File: src/rtl/rlb_pkg.sv
`timescale 1ns / 1ps
// ----------------------------------------------------------------------------
// rlb_pkg
// shared types, constants and the gamma expansion table of the lab converter
// ----------------------------------------------------------------------------
package rlb_pkg;

  typedef logic [19:0] lin_t;
  typedef logic [21:0] t_t;
  typedef logic [20:0] root_t;
  typedef logic [19:0] coef_t;
  typedef lin_t gamma_lut_t [256];
  typedef coef_t mat_t [3][3];

  localparam int NLANE = 3;
  localparam int ROOT_BITS = 21;

  // srgb to xyz matrix in q20
  localparam mat_t MAT = '{
    '{20'd432488, 20'd374950, 20'd189187},
    '{20'd223002, 20'd749900, 20'd75675},
    '{20'd20273,  20'd124983, 20'd996385}
  };

  // white point reciprocals, floor(10000 * 2^32 / d)
  localparam logic [13:0] WP_X = 14'd9515;
  localparam logic [13:0] WP_Z = 14'd10886;
  localparam logic [32:0] KX = 33'((64'd10000 << 32) / 64'd9515);
  localparam logic [32:0] KZ = 33'((64'd10000 << 32) / 64'd10886);

  // linear branch of f(), t * 7.787 exact by ceil reciprocal
  localparam logic [21:0] F_THRESHOLD = 22'd9286;
  localparam logic [21:0] F_OFFSET = 22'd144632;
  localparam logic [27:0] KLOW = 28'((64'd7787 * (64'd1 << 24) + 64'd999) / 64'd1000);

  // floor division by the bin step through an offset and a reciprocal
  localparam int QUANT_STEP = 15;
  localparam logic [12:0] BIN_BIAS = 13'd137;
  localparam logic [12:0] BIN_OFS = 13'(137 * QUANT_STEP);
  localparam logic [12:0] KBIN = 13'((65536 + QUANT_STEP - 1) / QUANT_STEP);
  localparam logic [13:0] HALF_STEP = 14'(QUANT_STEP / 2);

  function automatic longint unsigned p5_q20(input longint unsigned r);
    longint unsigned p;
    p = r;
    for (int i = 0; i < 4; i++) begin
      p = (p * r) >> 20;
    end
    return p;
  endfunction

  function automatic gamma_lut_t build_gamma();
    gamma_lut_t lut;
    longint unsigned u, s, r, cand;
    for (int c = 0; c < 256; c++) begin
      if (c <= 10) begin
        lut[c] = lin_t'((longint'(c) * 104857600) / 330752);
      end else begin
        u = (longint'(c) * 4096000 + 57671680) / 1055;
        s = (u * u) >> 20;
        r = 0;
        for (int b = 20; b >= 0; b--) begin
          cand = r | (longint'(1) << b);
          if (p5_q20(cand) <= s) r = cand;
        end
        lut[c] = lin_t'((s * r) >> 20);
      end
    end
    return lut;
  endfunction

  localparam gamma_lut_t GAMMA_LUT = build_gamma();

endpackage

File: src/rtl/rlb_lab.sv
`timescale 1ns / 1ps
// ----------------------------------------------------------------------------
// rlb_lab
// f() select, lab arithmetic, binning or truncation and the output register
// ----------------------------------------------------------------------------
module rlb_lab import rlb_pkg::*; (
  input  logic              clk,
  input  logic              rst_n,
  input  logic              en,
  input  logic              raw_mode,
  input  logic              in_v,
  input  t_t                in_t [NLANE],
  input  root_t             in_r [NLANE],
  output logic              out_v,
  output logic [6:0]        lightness,
  output logic signed [7:0] green_red,
  output logic signed [7:0] blue_yellow,
  output logic [10:0]       bin_index
);

  logic [2:0]         v_r;
  t_t                 f_r [NLANE];
  logic signed [33:0] lab_r [3];
  logic signed [13:0] tr_r [3];
  logic signed [10:0] bin_r [3];
  logic               v_out_r;
  logic [6:0]         l_out_r;
  logic signed [7:0]  a_out_r, b_out_r;
  logic [10:0]        idx_out_r;

  logic signed [33:0] fs [NLANE];
  logic signed [13:0] fl [3];
  logic signed [13:0] tr [3];
  logic signed [10:0] bn [3];
  logic [41:0]        low [NLANE];
  logic [6:0]         l_nxt;
  logic signed [7:0]  a_nxt, b_nxt;
  logic [10:0]        idx_nxt;
  logic [3:0]         lb, ab, bb;

  function automatic logic signed [10:0] bin15(input logic signed [13:0] s);
    logic [12:0] w;
    logic [25:0] p;
    w = 13'(s) + BIN_OFS;
    p = 26'(w) * 26'(KBIN);
    return $signed(11'(p[25:16])) - $signed(11'(BIN_BIAS));
  endfunction

  function automatic logic signed [7:0] sat8(input logic signed [13:0] s);
    if (s < -14'sd128) return -8'sd128;
    if (s > 14'sd127) return 8'sd127;
    return s[7:0];
  endfunction

  function automatic logic [3:0] clampb(input logic signed [10:0] s,
                                        input logic signed [10:0] hi);
    if (s < 11'sd0) return 4'd0;
    if (s > hi) return hi[3:0];
    return s[3:0];
  endfunction

  always_comb begin
    for (int l = 0; l < NLANE; l++) begin
      low[l] = 42'(in_t[l][13:0]) * 42'(KLOW);
      fs[l] = $signed(34'(f_r[l]));
    end
    for (int i = 0; i < 3; i++) begin
      fl[i] = lab_r[i][33:20];
      tr[i] = fl[i] + 14'((lab_r[i][33] && (lab_r[i][19:0] != '0)) ? 1 : 0);
    end
    bn[0] = bin15(fl[0]);
    bn[1] = bin15(fl[1] + $signed(HALF_STEP)) + 11'sd6;
    bn[2] = bin15(fl[2] + $signed(HALF_STEP)) + 11'sd7;

    lb = clampb(bin_r[0], 11'sd6);
    ab = clampb(bin_r[1], 11'sd12);
    bb = clampb(bin_r[2], 11'sd13);
    if (raw_mode) begin
      l_nxt = (tr_r[0] < 14'sd0) ? 7'd0 : ((tr_r[0] > 14'sd127) ? 7'd127 : tr_r[0][6:0]);
      a_nxt = sat8(tr_r[1]);
      b_nxt = sat8(tr_r[2]);
      idx_nxt = '0;
    end else begin
      l_nxt = 7'(lb);
      a_nxt = 8'(ab);
      b_nxt = 8'(bb);
      idx_nxt = 11'(lb) * 11'd182 + 11'(ab) * 11'd14 + 11'(bb);
    end
  end

  always_ff @(posedge clk) begin
    if (!rst_n) begin
      v_r <= '0;
      v_out_r <= 1'b0;
    end else if (en) begin
      v_r <= {v_r[1:0], in_v};
      v_out_r <= v_r[2];
    end
  end

  always_ff @(posedge clk) begin
    if (en) begin
      for (int l = 0; l < NLANE; l++) begin
        f_r[l] <= (in_t[l] <= F_THRESHOLD) ? 22'(low[l][41:24]) + F_OFFSET : 22'(in_r[l]);
      end
      lab_r[0] <= fs[1] * 34'sd116 - 34'sd16777216;
      lab_r[1] <= (fs[0] - fs[1]) * 34'sd500;
      lab_r[2] <= (fs[1] - fs[2]) * 34'sd200;
      tr_r <= tr;
      bin_r <= bn;
      l_out_r <= l_nxt;
      a_out_r <= a_nxt;
      b_out_r <= b_nxt;
      idx_out_r <= idx_nxt;
    end
  end

  assign out_v = v_out_r;
  assign lightness = l_out_r;
  assign green_red = a_out_r;
  assign blue_yellow = b_out_r;
  assign bin_index = idx_out_r;

endmodule

File: config.mk
export PLATFORM = sky130hd
export DESIGN_NAME = rlb_lab
export DESIGN_NICKNAME = d
export VERILOG_FILES = /design/src/rtl/rlb_pkg.sv /design/src/rtl/rlb_lab.sv
export SDC_FILE = /design/constraint.sdc
export NUM_CORES = 2
export LEC_CHECK = 0
export BUFFER_PORTS_ARGS = -buffer_cell sky130_fd_sc_hd__buf_2
export CAP_MARGIN = 20
export CORE_ASPECT_RATIO = 2
export CORE_MARGIN = 3
export CORE_UTILIZATION = 40
export CTS_CLUSTER_SIZE = 30
export DETAILED_ROUTE_END_ITERATION = 10
export GPL_ROUTABILITY_DRIVEN = 0
export PLACE_DENSITY_LB_ADDON = 0.08
export REMOVE_ABC_BUFFERS = 1
export SLEW_MARGIN = 40
export SYNTH_ARGS = -nofsm -noshare
export SYNTH_HDL_FRONTEND = slang
export SYNTH_SLANG_ARGS = --single-unit
File: constraint.sdc
create_clock -name clk -period 14.9 [get_ports clk]
set_input_delay 2.98 -clock clk [delete_from_list [all_inputs] [get_ports clk]]
set_output_delay 2.98 -clock clk [all_outputs]
set_load 0.01 [all_outputs]
# --- After elaboration in Yosys (flattened, before gate mapping) ---
# Memories as Yosys holds them, arrays and structs flattened.
# Index checks and enable logic that the tools add are counted.
word_totals:
  word_cells: 124
  mem_count: 2
  output_inout_bits: 35
  reg_bits: 113
  ramBits: 165
classes:
  n_lt_le_gt_ge: 15
  mul: 11
  mux: 52
  n_addsub: 21
  n_reduce_logical: 7
  bitwise_logic: 1
memory_table:
  columns: ["name", "words", "width", "rd", "rd_clocked_by_memory_dff", "wr", "line_no", "source"]
  rows:
  - ["lab_r", 3, 34, 3, 0, 3, "rlb_lab.sv:23", "logic signed [33:0] lab_r [3];"]
  - ["f_r", 3, 21, 3, 0, 3, "rlb_lab.sv:22", "t_t f_r [NLANE];"]
op_table:
  columns: ["op", "n"]
  rows:
  - ["$mul 14x27->41 const B", 3]
  - ["$mul 13x12->25 const B", 3]
  - ["$le 22x14->1 const B", 3]
  - ["$mux 4", 16]
  - ["$mux 8", 8]
  - ["$mux 21", 3]
  - ["$reduce_bool 20->1", 3]
  - ["$add 17x18->19 const B", 3]
  - ["$sub 22x22->23", 2]
  - ["$add 14x2->14", 3]
  - ["$gt 14x8->1 const B", 3]
  - ["$add 13x12->13 const B", 3]
  - ["$lt 11x1->1 const B", 3]
  - ["$sub 10x8->11 const B", 3]
  - ["$mul 23x8->31 const B", 1]
  - ["$sub 29x25->30 const B", 1]
  - ["$mul 23x6->29 const B", 1]
  - ["$lt 14x8->1 const B", 2]
  - ["$mul 22x5->27 const B", 1]
  - ["$add 13x4->13 const B", 2]
  - ["$mux 1", 24]
  - ["$add 11x4->11 const B", 2]
  - ["$gt 11x5->1 const B", 2]
  - ["$lt 14x1->1 const B", 1]
  - ["other kinds (9)", 11]

# --- Longest topological paths before layout ---
logic_depth:
  word_depth: 8
  ltp_mapped: 31
  depth_no_buf: 31

# --- Least setup slack after synthesis ---
# Ideal clock, no wire load.
synth_timing:
  path_kind: "input -> register"
  start: "input port in_t[55] (netlist name)"
  end: "memory f_r[0][13] (netlist name), data pin"
  setup_slack_ns: 5.099
  stages: 23
  t_arrival_ns: 9.542
  cell_sequence: "fa_1 inv_1 fa_1 fa_1 inv_1 fa_1 fa_1 inv_1 fa_1 inv_1 ha_1 a21oi_1 o21ai_0 a2111oi_0 o31ai_1 a31oi_1 o21ai_0 a221o_1 a211o_1 a21oi_1 mux2i_1 o22ai_1 a211o_1"
synth_lines:
  columns: ["element", "line_no", "source"]
  rows:
  - ["start: declaration", "rlb_lab.sv:12", "input t_t in_t [NLANE],"]
  - ["end: declaration", "rlb_lab.sv:22", null]

==> qor.txt <==
Drt drc: 0
Ranking of synthesized cells by area: ha_1, fa_1, edfxtp_1, inv_1, xnor2_1
RSZ-0062 raised after global routing: false
Die height: 490 µm
Iteration-0 DRC Markers: 964
Flops & latches, synth: 264
Post-synth EDFFs: 260
Post-synth top area share: 25.0%
Final setup violation count: 0
Die ar.: 122000 µm²
Worst endpoint required time: 15240 ps
Crit. End Element: flip-flop
Filler cells: 11.5k
CTS Buffer Depth: 3
Routed len/inst: 18.8 µm
Total GRT Usage: 20.1%
Mapped Cells: 4693
Final Hold Fails: 0
Layout Skew: 15.3 ps
Max Cap Violations: 0
Worst setup SP type: input pin
Antenna-violating nets left: 0
Worst skew pair latency: 580 ps
Share of cells above drive strength 1: 6.16%
Top FF cell, synth: edfxtp_1
TritonCTS clock tree: done
# IOs: 169
Fmax: 98.2 MHz
Post-layout nets: 6491
CTS resizes: 0
Ys async rst share: 0%
Cell Rows: 177
Top-count cell post-synth: inv_1
Yosys warns: 0
Post CTS Setup Buffer Count: 0
Syn-to-layout area delta: 7.68%
Via count: 32.5k
Core Region: 116000 µm²
Critical Path AT: 10530 ps
Root buffer cell: clkbuf_16
Register area share after synthesis: 16.8%
Syn Area/Cell: 9.99 µm²
First-pass GRT wire length: 189 mm
CTS Hold Bufs: 0
Starting density of the core: 40.3%
Relative slew slack: 42.8%
Setup TNS: 0 ps
Worst Hold Class: flip-flop to flip-flop
Fin crit period: 10180 ps
Post-synth top cells: inv_1, ha_1, fa_1, edfxtp_1, nor2_1
Crit share post-route: 68.4%
Antenna violations before repair: 4
Status: completed
Htree depth: 1
Grt ovf: 0
Drt total wl: 120 mm
Detailed Routing Iterations Pass 1: 5
Worst-path clk slew: 70 ps
Vias in the first global route: 35.3k
CTS sink cnt: 264
Critical path class: input pin to flip-flop
Chip Width: 248 µm
Vias per cell: 5.09
Synth Cell Area: 46900 µm²
Number of CTS-inserted buffers: 27
Max Slew Vio Count: 0
Largest net degree at the start of global routing: 82
Port Buffer Count: 168
Post-DP HPWL: 107 mm
Largest area contributor in the netlist: ha_1
Library cells used by synthesis: 87
Tightest Pin Transition: 849 ps
CP max FO: 11
[registers in the layout, summed over array words and instances (netlist names), 7 cells and up]
| register | flops |
|---|---|
| bin_index | 11 |
| bin_r | 33 |
| blue_yellow | 8 |
| f_r | 63 |
| green_red | 8 |
| lab_r | 88 |
| lightness | 7 |
| tr_r | 42 |
[cells by family after synthesis]
kind of cell / share of synthesized area (%)
fa+ha+maj: 49.5
buf+inv: 8.45
simple gates: 8.35
compound gates: 10.6
xor+xnor: 5.10
flops: 16.8
mux: 1.15
other cells: 0.00800
[metrics by stage]
step	setup WS [ps]	hold WS, ps	std cells	cell area (µm²)	utilization (%)
5_1_grt	4290	543	6390	50500	43.4
3_5_place_dp	4040	506	6339	49500	42.6
2_1_floorplan	5100	482	4643	46700	-
3_3_place_gp	4120	495	6339	49500	42.6
4_1_cts	4670	525	6389	50400	43.4
6_report	4720	513	6392	50500	43.4
[area by class of cell]
cell class,instances,area [µm²],area share (%)
multi-input cells,3375,35100,69.5
flip-flops and latches,264,7890,15.6
inverters,1004,3770,7.47
well taps,1521,1900,3.77
repair buffers,176,923,1.83
clock buffers,29,683,1.35
clock inverters,21,244,0.483
diodes,2,5.00,0.00991
[placed cells by master, fill, tap and decap left out, types with 10 or more instances in the layout]
master	n
o21a_1	33
o22ai_1	12
or2_2	17
a21boi_0	12
a21oi_1	191
inv_1	1003
nand2b_1	24
nor3_1	64
o21ai_0	125
nand3_1	70
o211ai_1	12
fa_1	573
or3_1	25
nor2_1	232
and2_1	21
ha_1	936
and3_1	20
a21o_1	97
xor2_1	93
o21bai_1	41
xnor2_1	180
nand4_1	28
nor2b_1	49
buf_2	167
mux2i_1	20
nor4_1	34
a211oi_1	25
clkbuf_16	27
nand2_1	165
a311oi_1	10
mux2_2	30
o31ai_1	18
edfxtp_1	260
a31oi_1	30
[worst paths after layout]
check / depth (start not counted) / slack [ps] / end / startpoint
max: 24 / 4720 / f_r[0][16] / in_t[55]
min: 2 / 510 / out_v / out_v
max reg2reg: 28 / 5570 / lab_r[0][65] / f_r[0][22]
min reg2reg: 2 / 510 / out_v / out_v
[metal layers]
metal / up-vias / track usage [%] / part of all wire [%]
li1: 16100 / - / -
met1: 15800 / 20.2 / 36
met2: 430 / 42.3 / 59
met3: 160 / 0.907 / 1.9
met4: 4 / 6.42 / 3.6
met5: - / 0 / 0.015
[worst max-delay path: stages]
cell	delay, ps
buf_2	190
fa_1	650
inv_1	150
fa_1	550
fa_1	550
inv_1	50
fa_1	520
fa_1	560
inv_1	70
fa_1	490
inv_1	40
ha_1	350
a21oi_1	150
o21ai_0	120
a2111oi_0	400
o31ai_1	210
a31oi_1	450
o21ai_0	190
a221o_1	430
nor4_1	490
o21ai_1	220
mux2i_1	160
or3_1	350
a31o_1	200
Power is not shown: default switching activity piles up to over one toggle a cycle in this logic, so the estimate is an artifact.
